### src/hw/rtl/fmmt_pkg.sv
// Shared types and codes for the min/max tracking FIFO.
// No dependencies; imported by every module of the block but fmmt_ram.
package fmmt_pkg;

  localparam int DATA_W = 32;
  localparam int OCC_W  = 7;
  localparam int STS_W  = 2;

  // Operation codes.
  localparam logic OP_PUSH = 1'b0;
  localparam logic OP_POP  = 1'b1;

  // Status codes.
  localparam logic [STS_W-1:0] STS_OK        = 2'd0;
  localparam logic [STS_W-1:0] STS_POP_EMPTY = 2'd1;
  localparam logic [STS_W-1:0] STS_PUSH_FULL = 2'd2;

  typedef struct packed {
    logic                     op;
    logic signed [DATA_W-1:0] value;
  } fmmt_in_t;

  typedef struct packed {
    logic signed [DATA_W-1:0] front_value;
    logic signed [DATA_W-1:0] min_value;
    logic signed [DATA_W-1:0] max_value;
    logic        [OCC_W-1:0]  occupancy;
    logic                     is_empty;
    logic        [STS_W-1:0]  status;
  } fmmt_out_t;

  // Commands from the controller to the datapath.
  typedef struct packed {
    logic             load_in;
    logic             push;
    logic             pop;
    logic             sts_we;
    logic [STS_W-1:0] sts_code;
    logic             scan_run;
    logic             out_load;
  } fmmt_cmd_t;

  // Status from the datapath to the controller.
  typedef struct packed {
    logic op;
    logic full;
    logic empty;
    logic multi;
    logic scan_done;
  } fmmt_sts_t;

endpackage

### src/hw/rtl/fifo_with_min_max_tracking.sv
// Top level of the FIFO that tracks the minimum and maximum of its contents.
// Depends on fmmt_pkg, fmmt_ctrl and fmmt_dp.
//
//   channel  ports                            payload
//   input    in_valid / in_ready / in_data    fmmt_in_t  (op, value)
//   result   out_valid / out_ready / out_data fmmt_out_t (front, min, max, ...)
//
// One item at a time. A push, a rejected operation or a pop that empties the queue
// raises the result through the EXEC and FIN states. A pop that leaves entries behind
// also passes the SCAN state: the single read port of the entry RAM rescans one entry per cycle.
// The next item is taken while a result waits in the output register.
// Reset is synchronous; the entry RAM is not cleared, only held entries are read.
module fifo_with_min_max_tracking
  import fmmt_pkg::*;
#(
  parameter int DEPTH = 64
) (
  input  logic      clk,
  input  logic      rst_n,
  input  logic      in_valid,
  output logic      in_ready,
  input  fmmt_in_t  in_data,
  output logic      out_valid,
  input  logic      out_ready,
  output fmmt_out_t out_data
);

  fmmt_cmd_t cmd;
  fmmt_sts_t sts;

  fmmt_ctrl u_ctrl (
    .clk       (clk),
    .rst_n     (rst_n),
    .in_valid  (in_valid),
    .in_ready  (in_ready),
    .out_valid (out_valid),
    .out_ready (out_ready),
    .sts       (sts),
    .cmd       (cmd)
  );

  fmmt_dp #(
    .DEPTH (DEPTH)
  ) u_dp (
    .clk      (clk),
    .rst_n    (rst_n),
    .in_data  (in_data),
    .cmd      (cmd),
    .sts      (sts),
    .out_data (out_data)
  );

endmodule

### src/hw/rtl/fmmt_ram.sv
// Generic simple dual-port RAM with a registered read.
// No dependencies.
module fmmt_ram #(
  parameter int WIDTH = 32,
  parameter int DEPTH = 64
) (
  input  logic                     clk,
  input  logic                     we,
  input  logic [$clog2(DEPTH)-1:0] waddr,
  input  logic [WIDTH-1:0]         wdata,
  input  logic                     re,
  input  logic [$clog2(DEPTH)-1:0] raddr,
  output logic [WIDTH-1:0]         rdata
);

  logic [WIDTH-1:0] mem_r [DEPTH];
  logic [WIDTH-1:0] rdata_r;

  // Write port and registered read port.
  always_ff @(posedge clk) begin
    if (we) begin
      mem_r[waddr] <= wdata;
    end
    if (re) begin
      rdata_r <= mem_r[raddr];
    end
  end

  assign rdata = rdata_r;

endmodule

### src/hw/rtl/fmmt_ctrl.sv
// Controller state machine for the min/max tracking FIFO.
// Depends on fmmt_pkg; drives the datapath through fmmt_cmd_t.
module fmmt_ctrl
  import fmmt_pkg::*;
(
  input  logic      clk,
  input  logic      rst_n,
  input  logic      in_valid,
  output logic      in_ready,
  output logic      out_valid,
  input  logic      out_ready,
  input  fmmt_sts_t sts,
  output fmmt_cmd_t cmd
);

  localparam logic [1:0] S_IDLE = 2'd0;
  localparam logic [1:0] S_EXEC = 2'd1;
  localparam logic [1:0] S_SCAN = 2'd2;
  localparam logic [1:0] S_FIN  = 2'd3;

  logic [1:0] state_r, state_nxt;
  logic       out_valid_r, out_valid_nxt;

  // Next state and commands.
  always_comb begin
    state_nxt = state_r;
    cmd       = '0;
    unique case (state_r)
      S_IDLE: begin
        if (in_valid) begin
          cmd.load_in = 1'b1;
          state_nxt   = S_EXEC;
        end
      end
      S_EXEC: begin
        cmd.sts_we = 1'b1;
        state_nxt  = S_FIN;
        if (sts.op == OP_PUSH) begin
          if (sts.full) begin
            cmd.sts_code = STS_PUSH_FULL;
          end else begin
            cmd.sts_code = STS_OK;
            cmd.push     = 1'b1;
          end
        end else begin
          if (sts.empty) begin
            cmd.sts_code = STS_POP_EMPTY;
          end else begin
            cmd.sts_code = STS_OK;
            cmd.pop      = 1'b1;
            if (sts.multi) begin
              state_nxt = S_SCAN;
            end
          end
        end
      end
      S_SCAN: begin
        cmd.scan_run = 1'b1;
        if (sts.scan_done) begin
          state_nxt = S_FIN;
        end
      end
      S_FIN: begin
        if (!out_valid_r || out_ready) begin
          cmd.out_load = 1'b1;
          state_nxt    = S_IDLE;
        end
      end
      default: state_nxt = S_IDLE;
    endcase
  end

  // Result valid holds until the transfer completes.
  always_comb begin
    if (cmd.out_load) begin
      out_valid_nxt = 1'b1;
    end else if (out_ready) begin
      out_valid_nxt = 1'b0;
    end else begin
      out_valid_nxt = out_valid_r;
    end
  end

  always_ff @(posedge clk) begin
    if (!rst_n) begin
      state_r     <= S_IDLE;
      out_valid_r <= 1'b0;
    end else begin
      state_r     <= state_nxt;
      out_valid_r <= out_valid_nxt;
    end
  end

  assign in_ready  = (state_r == S_IDLE);
  assign out_valid = out_valid_r;

endmodule

### src/hw/rtl/fmmt_dp.sv
// Datapath for the min/max tracking FIFO: pointers, extremes, rescan, result.
// Depends on fmmt_pkg and fmmt_ram.
module fmmt_dp
  import fmmt_pkg::*;
#(
  parameter int DEPTH = 64
) (
  input  logic      clk,
  input  logic      rst_n,
  input  fmmt_in_t  in_data,
  input  fmmt_cmd_t cmd,
  output fmmt_sts_t sts,
  output fmmt_out_t out_data
);

  localparam int AW = $clog2(DEPTH);
  localparam int CW = $clog2(DEPTH + 1);

  logic                     op_r;
  logic signed [DATA_W-1:0] value_r;
  logic [AW-1:0]            head_r, head_nxt;
  logic [AW-1:0]            tail_r, tail_nxt;
  logic [CW-1:0]            count_r, count_nxt;
  logic signed [DATA_W-1:0] min_r, min_nxt;
  logic signed [DATA_W-1:0] max_r, max_nxt;
  logic signed [DATA_W-1:0] front_r, front_nxt;
  logic [STS_W-1:0]         status_r;
  logic [AW-1:0]            scan_addr_r, scan_addr_nxt;
  logic [CW-1:0]            scan_left_r, scan_left_nxt;
  logic                     rd_vld_r, rd_vld_nxt;
  logic                     first_r, first_nxt;
  logic                     rd_en;
  logic [DATA_W-1:0]        rd_data;
  logic signed [DATA_W-1:0] rd_val;
  fmmt_out_t                out_r;

  function automatic logic [AW-1:0] next_slot(input logic [AW-1:0] i);
    next_slot = (i == AW'(DEPTH - 1)) ? '0 : i + AW'(1);
  endfunction

  fmmt_ram #(
    .WIDTH (DATA_W),
    .DEPTH (DEPTH)
  ) u_ram (
    .clk   (clk),
    .we    (cmd.push),
    .waddr (tail_r),
    .wdata (value_r),
    .re    (rd_en),
    .raddr (scan_addr_r),
    .rdata (rd_data)
  );

  assign rd_val = $signed(rd_data);
  assign rd_en  = cmd.scan_run && (scan_left_r != '0);

  // Push, pop and the rescan that rebuilds front, min and max.
  always_comb begin
    head_nxt      = head_r;
    tail_nxt      = tail_r;
    count_nxt     = count_r;
    min_nxt       = min_r;
    max_nxt       = max_r;
    front_nxt     = front_r;
    scan_addr_nxt = scan_addr_r;
    scan_left_nxt = scan_left_r;
    first_nxt     = first_r;
    rd_vld_nxt    = 1'b0;
    if (cmd.push) begin
      tail_nxt  = next_slot(tail_r);
      count_nxt = count_r + CW'(1);
      if (count_r == '0) begin
        min_nxt   = value_r;
        max_nxt   = value_r;
        front_nxt = value_r;
      end else begin
        if (value_r < min_r) min_nxt = value_r;
        if (value_r > max_r) max_nxt = value_r;
      end
    end
    if (cmd.pop) begin
      head_nxt      = next_slot(head_r);
      count_nxt     = count_r - CW'(1);
      scan_addr_nxt = next_slot(head_r);
      scan_left_nxt = count_r - CW'(1);
      first_nxt     = 1'b1;
      min_nxt       = '0;
      max_nxt       = '0;
      front_nxt     = '0;
    end
    if (rd_en) begin
      scan_addr_nxt = next_slot(scan_addr_r);
      scan_left_nxt = scan_left_r - CW'(1);
      rd_vld_nxt    = 1'b1;
    end
    // Fold in the entry read on the previous cycle.
    if (rd_vld_r) begin
      first_nxt = 1'b0;
      if (first_r) begin
        front_nxt = rd_val;
        min_nxt   = rd_val;
        max_nxt   = rd_val;
      end else begin
        if (rd_val < min_r) min_nxt = rd_val;
        if (rd_val > max_r) max_nxt = rd_val;
      end
    end
  end

  always_ff @(posedge clk) begin
    if (!rst_n) begin
      head_r      <= '0;
      tail_r      <= '0;
      count_r     <= '0;
      min_r       <= '0;
      max_r       <= '0;
      scan_left_r <= '0;
      rd_vld_r    <= 1'b0;
      first_r     <= 1'b0;
    end else begin
      head_r      <= head_nxt;
      tail_r      <= tail_nxt;
      count_r     <= count_nxt;
      min_r       <= min_nxt;
      max_r       <= max_nxt;
      scan_left_r <= scan_left_nxt;
      rd_vld_r    <= rd_vld_nxt;
      first_r     <= first_nxt;
    end
  end

  // Payload registers: captured item, front, scan address, status, result.
  always_ff @(posedge clk) begin
    front_r     <= front_nxt;
    scan_addr_r <= scan_addr_nxt;
    if (cmd.load_in) begin
      op_r    <= in_data.op;
      value_r <= in_data.value;
    end
    if (cmd.sts_we) begin
      status_r <= cmd.sts_code;
    end
    if (cmd.out_load) begin
      out_r.occupancy <= OCC_W'(count_r);
      out_r.status    <= status_r;
      if (count_r == '0) begin
        out_r.front_value <= '0;
        out_r.min_value   <= '0;
        out_r.max_value   <= '0;
        out_r.is_empty    <= 1'b1;
      end else begin
        out_r.front_value <= front_r;
        out_r.min_value   <= min_r;
        out_r.max_value   <= max_r;
        out_r.is_empty    <= 1'b0;
      end
    end
  end

  assign sts.op        = op_r;
  assign sts.full      = (count_r == CW'(DEPTH));
  assign sts.empty     = (count_r == '0);
  assign sts.multi     = (count_r > CW'(1));
  assign sts.scan_done = (scan_left_r == '0) && !rd_vld_r;
  assign out_data      = out_r;

endmodule

### config.mk
export PLATFORM = sky130hd
export DESIGN_NAME = fifo_with_min_max_tracking
export DESIGN_NICKNAME = d
export VERILOG_FILES = /design/src/hw/rtl/fmmt_pkg.sv /design/src/hw/rtl/fifo_with_min_max_tracking.sv /design/src/hw/rtl/fmmt_ram.sv /design/src/hw/rtl/fmmt_ctrl.sv /design/src/hw/rtl/fmmt_dp.sv
export SDC_FILE = /design/constraint.sdc
export NUM_CORES = 2
export LEC_CHECK = 0
export BUFFER_PORTS_ARGS = -buffer_cell sky130_fd_sc_hd__buf_2
export CAP_MARGIN = 20
export CORE_MARGIN = 2
export CORE_UTILIZATION = 42
export CTS_BUF_LIST = sky130_fd_sc_hd__clkbuf_4 sky130_fd_sc_hd__clkbuf_8
export DETAILED_ROUTE_END_ITERATION = 6
export PLACE_DENSITY = 0.62
export SLEW_MARGIN = 20
export SYNTH_ARGS = -nofsm -noshare
export SYNTH_HDL_FRONTEND = slang
export SYNTH_HIERARCHICAL = 1
export SYNTH_SLANG_ARGS = --single-unit
### constraint.sdc
create_clock -name clk -period 9.15 [get_ports clk]
set_clock_uncertainty 0.1 [all_clocks]
set_input_delay 0.915 -clock clk [delete_from_list [all_inputs] [get_ports clk]]
set_output_delay 0.915 -clock clk [all_outputs]
set_load 0.01 [all_outputs]
## Word level (Yosys, flattened, before mapping)

Memory sizes are Yosys's and may differ from the RTL's. A register that Yosys moved wholly into a read port is not among the register bits.
Cells that the tools add are included.

| cells by class | value |
|---|---|
| magnitude comparators | 5 |
| reductions and logical operators | 14 |
| bitwise logic cells | 1 |
| mux-type cells | 54 |
| eq/ne operators | 10 |
| add/sub/neg operators | 6 |

Operators by type and width:

| cell | count |
|---|---|
| 32-bit two-way mux | 19 |
| 32-bit greater-than comparator | 2 |
| 32-bit < comparator | 2 |
| 6-bit two-way mux | 5 |
| 7-bit two-way mux | 4 |
| 6-bit by 1-bit adder with 6-bit output, second input constant | 3 |
| 6-bit == test, second input constant | 3 |
| 1-bit two-way mux | 18 |
| 7-bit logical NOT | 2 |
| 7-bit by 1-bit subtractor with 7-bit output, second input constant | 2 |
| 2-bit two-way mux | 6 |
| 2-bit case mux with 4 select lines | 1 |
| 7-bit by 1-bit adder with 7-bit output, second input constant | 1 |
| 7-bit == test, second input constant | 1 |
| 7-bit by 1-bit greater-than comparator with 1-bit output, second input constant | 1 |
| 7-bit nonzero test | 1 |
| 2-bit nonzero test | 3 |
| 5-bit two-way mux | 1 |
| 2-bit == test, second input constant | 2 |
| 2-bit inequality test, second input constant | 2 |
| 3-bit AND reduction | 1 |
| 2-bit by 1-bit == test with 1-bit output, second input constant | 1 |
| 1-bit logical AND | 2 |
| 1-bit logical NOT | 2 |
| 5 further kinds | 5 |

| word-level totals | value |
|---|---|
| logic and storage cells | 112 |
| bits in writable memories | 2048 |
| memories kept | 1 |
| output and inout bits | 108 |
| register bits after elaboration | 274 |
| bits of input ports | 37 |

Memory list:

| memory | words | bits a word | read ports | clocked after Yosys merged registers in | write ports | line | source |
|---|---|---|---|---|---|---|---|
| u_dp.u_ram.mem_r | 64 | 32 | 1 | 1 | 1 | fmmt_ram.sv:16 | `logic [WIDTH-1:0] mem_r [DEPTH];` |

## Longest topological paths before layout

| depth | value |
|---|---|
| word-level depth | 9 |
| mapped depth | 12 |
| depth with buffers taken out | 11 |

## Hierarchy

Netlist, hierarchy kept.

By module, submodules not included:

| module | times used | sequential area each (µm²) | area an instance (µm²) | cells each |
|---|---|---|---|---|
| fmmt_ram | 1 | 62459.9 | 78835.6 | 3324 |
| fmmt_dp | 1 | 6896.6 | 13529.2 | 1220 |
| fmmt_ctrl | 1 | 60.1 | 282.8 | 33 |

## Worst setup path before layout

No wires, ideal clock.

| path | value |
|---|---|
| path type | register to register |
| from | register u_dp.count_r[0] |
| to | memory u_dp.u_ram.mem_r[48][0] (enable) |
| setup time | 0.461 ns |
| arrival | 4.171 ns |
| path buffers | 0 |
| data required time | 8.589 ns |
| cell stages (with the launch flop) | 9 |
| setup slack | 4.418 ns |
| clock period less this slack | 4.732 ns |
| path through | dfxtp_1 -> inv_1 -> ha_1 -> nor3b_2 -> and3_1 -> nor3b_1 -> nor2b_1 -> nand4b_1 -> nor3_1 |

RTL lines:

| element | line | source |
|---|---|---|
| start: declaration | fmmt_dp.sv:23 | `logic [CW-1:0] count_r, count_nxt;` |
| start signal: assignment | fmmt_dp.sv:123 | `count_r <= count_nxt;` |
| end: declaration | fmmt_ram.sv:16 |  |

==> impl_metrics.csv <==
group,metric,value,unit
timing,tightest_slew,1060,ps
hold_path,hold_class,"in -> reg",
floorplan,dieArea,224000,µm²
place,gp_congestion,0.849,
logic_synthesis,ys_seq_area_share,74.9,%
logic_synthesis,synth_area,92600,µm²
setup_path,worstPathArrival,5250,ps
logic_synthesis,yosysTopAreaCell,"edfxtp_1",
timing,max_freq,222,MHz
setup_path,crit_buf_inv,4,
global_route,grt_antenna_before_repair,17,
routing,wire_per_inst,31.7,µm
power_and_ir_drop,p_int,19.8,mW
power_and_ir_drop,p_sw_share,30.5,%
logic_synthesis,synthDominantCellAreaShare,72.2,%
floorplan,core_area,220000,µm²
clocking,cts_tree,"built",
logic_synthesis,synthTopCellsByArea,"edfxtp_1 72%, mux4_2 13%, dfxtp_1 2.7%, mux2i_1 2.1%, ha_1 1.9%",
run_status,status,"finished, final reports clean",
clocking,cts_root_buf,"clkbuf_8",
global_route,grt_pass1_vias,48700,
layout,final_nets,5264,
floorplan,dieWidth,474,µm
setup_path,crit_path_frequent_cell,"buf_4",
global_route,grt_pass1_wl,365,mm
logic_synthesis,yosys_warnings,6,
logic_synthesis,synthFlopType,"edfxtp_1",
layout,multi_input_area,22300,µm²
routing,firstDrtPassIters,5,
floorplan,initial_core_util,42.2,%
timing,maxSlewViolCount,0,
global_route,grt_usage,23.1,%
setup_path,start_kind,"flip-flop",
logic_synthesis,synth_seq_cells,2354,
timing,tns,0,ps
power_and_ir_drop,leakagePower,34.2,nW
timing,whs,85.4,ps
setup_path,path_delay_family,"buffers and inverters",
routing,avgViaCountPerCell,5.95,
floorplan,io_pins,145,
logic_synthesis,syn_avg_cell_area,20.2,µm²
layout,ff_latch_area,69400,µm²
flow_run,cap_viol_max_count,0,
logic_synthesis,synth_edf_count,2227,
setup_path,max_stage_delay,780,ps
routing,route.detailed.drc,0,
setup_path,crit_chain,"inv_1 -> ha_1 -> nor3b_2 -> and3_1 -> nor3b_2 -> buf_4 -> nand2_2 -> buf_4 -> nand3_1 -> o311ai_4 -> buf_4 -> mux2i_1 -> o2bb2ai_1",
routing,ant_nets,0,
setup_path,crit_path_top_delay_cell,"o311ai_4",
routing,first_iter_violations,5834,
logic_synthesis,synth.most_common_cell,"edfxtp_1",
global_route,grt_overflow,0,
setup_path,critPathRequiredTime,9890,ps
power_and_ir_drop,vdd_drop_max,247,µV
power_and_ir_drop,comb_power_share,23.0,%
place,hpwlAfterDp,149,mm
layout,layout-drive-gt1-share,29.0,%
power_and_ir_drop,share_seq_of_total_power,46.0,%
timing,fin_crit,4510,ps
floorplan,die_h,474,µm
routing,wirelength,261,mm
timing,min_period_over_period,49.3,%
place,port_buffers,144,
logic_synthesis,synth_nets,4752,
power_and_ir_drop,power.total,28.5,mW
logic_synthesis,synth_cell_types,76,
clocking,cts_made_buffers,391,
logic_synthesis,ys_async_sr_fraction,0,%
global_route,grt_max_degree,99,
layout,final_util,48.0,%
setup_path,cp_max_fo,34,
clocking,cts_resized,0,
clocking,h-tree-depth,5,
layout,syn_to_final_growth,13.8,%
clocking,cts_setup_buffers,0,
clocking,cts_buffer_depth,4,
timing,relSlewSlack,29.3,%
routing,vias,49100,
timing,hold_viol_final,0,
clocking,clkLatencyLatePin,1070,ps
power_and_ir_drop,clkPwrFrac,31.0,%
logic_synthesis,postSynthCellCount,4577,
power_and_ir_drop,power_switching,8.69,mW
clocking,numClockSinks,2354,
setup_path,cp-end-kind,"flip-flop",
logic_synthesis,synth_commonest_cells,"2227 x edfxtp_1, 544 x mux4_2, 260 x nor2_1",
layout,n_fill_cell,18000,
clocking,clk_pin_slew,60,ps
timing,rsz0062_at_grt,"no",
timing,finalSetupViolations,0,
floorplan,row_count,172,
setup_path,critical_path_class,"reg -> reg",
power_and_ir_drop,power_density,270,nW/µm²
==> cell families (layout without fill, tap and decap cells) <==
group                      after synthesis  after routing  synth area share (%)
adders and majority gates              138            138                  1.86
xor gates and xnor gates                22             22                 0.208
AOI/OAI and AO/OA                      455            455                  3.30
buffers and inverters                  313           1114                  1.55
and+or+nand+nor                        558            558                  2.83
other                                    0              8                     0
muxes                                  737            737                  15.3
DFF                                   2354           2354                  74.9
==> per-layer routing <==
layer  vias to the layer above  global-route usage (%)  routed length (µm)
met5                         -                       0                  13
met2                      2578                    36.0              122000
met1                     26100                    32.7              107000
met3                       385                    4.96               25100
li1                      20000                       -                   -
met4                         2                    7.20                7500
==> final timing paths <==
kind	from	endpoint	slack, ps	cells after the start
min reg2reg	u_dp/status_r[0]$_DFFE_PP_	u_dp/out_data[0]$_DFFE_PP_	320	0
max	u_dp/count_r[0]$_SDFFE_PN0P_	u_dp/max_r[1]$_SDFF_PN0_	4640	13
min	in_data[1]	u_dp/value_r[1]$_DFFE_PP_	90	1
max reg2reg	u_dp/count_r[0]$_SDFFE_PN0P_	u_dp/max_r[1]$_SDFF_PN0_	4640	13
==> registers in the layout (all words and copies together), names as in the netlist, 7 cells and up <==
register / flops
u_dp/out_data: 106
u_dp/scan_left_r: 7
u_dp/count_r: 7
u_dp/max_r: 32
u_dp/u_ram/rdata: 32
u_dp/min_r: 32
u_dp/u_ram/mem_r: 2048
u_dp/value_r: 32
u_dp/front_r: 32
==> power by group through the flow <==
| stage | logic, mW | registers (mW) | clock network (mW) |
|---|---|---|---|
| floorplan | 3.80 | 13.5 | 0 |
| global route | 6.96 | 13.1 | 9.44 |
| CTS | 6.55 | 13.1 | 8.99 |
| global placement | 6.41 | 13.3 | 0 |
| finish | 6.56 | 13.1 | 8.83 |
| detailed placement | 6.52 | 13.3 | 0 |
==> cell usage in the layout (no fill, tap or decap), types with 37 or more instances in the layout <==
cell       count
and2_1        37
mux4_2       544
mux2i_1      192
buf_2        144
buf_4        165
clkinv_1      91
edfxtp_1    2227
o21ai_0       62
a21oi_1      116
clkinv_2      42
clkbuf_8     404
nor2_4        62
dfxtp_1      127
o22ai_1       82
ha_1         138
inv_1         78
clkbuf_4     132
o2bb2ai_1     64
nand2_1      105
nor2_1       196
==> through the flow <==
stage          instances  setup WS, ps  cell area (µm²)
4_1_cts             8249          4660           105000
6_report            8257          4640           105000
5_1_grt             8250          4400           105000
3_3_place_gp        7536          4290            97800
3_5_place_dp        7537          4770            97800
2_1_floorplan       4577          4420            92600
==> cell type report <==
class                   instances  share of cell area, %
diodes                          8                 0.0190
clock buffers                 536                   6.21
well taps                    2871                   3.41
clock inverters               146                  0.728
flip-flops and latches       2354                   65.8
inverters                      81                  0.289
repair buffers                351                   2.36
multi-input cells            1910                   21.2
==> repair_timing <==
action	in CTS	in global routing
setup endpoints to repair	0	0
hold buffers	30	0
endpoints found under the hold margin	30	0
Power figures use the tool's default switching activity.
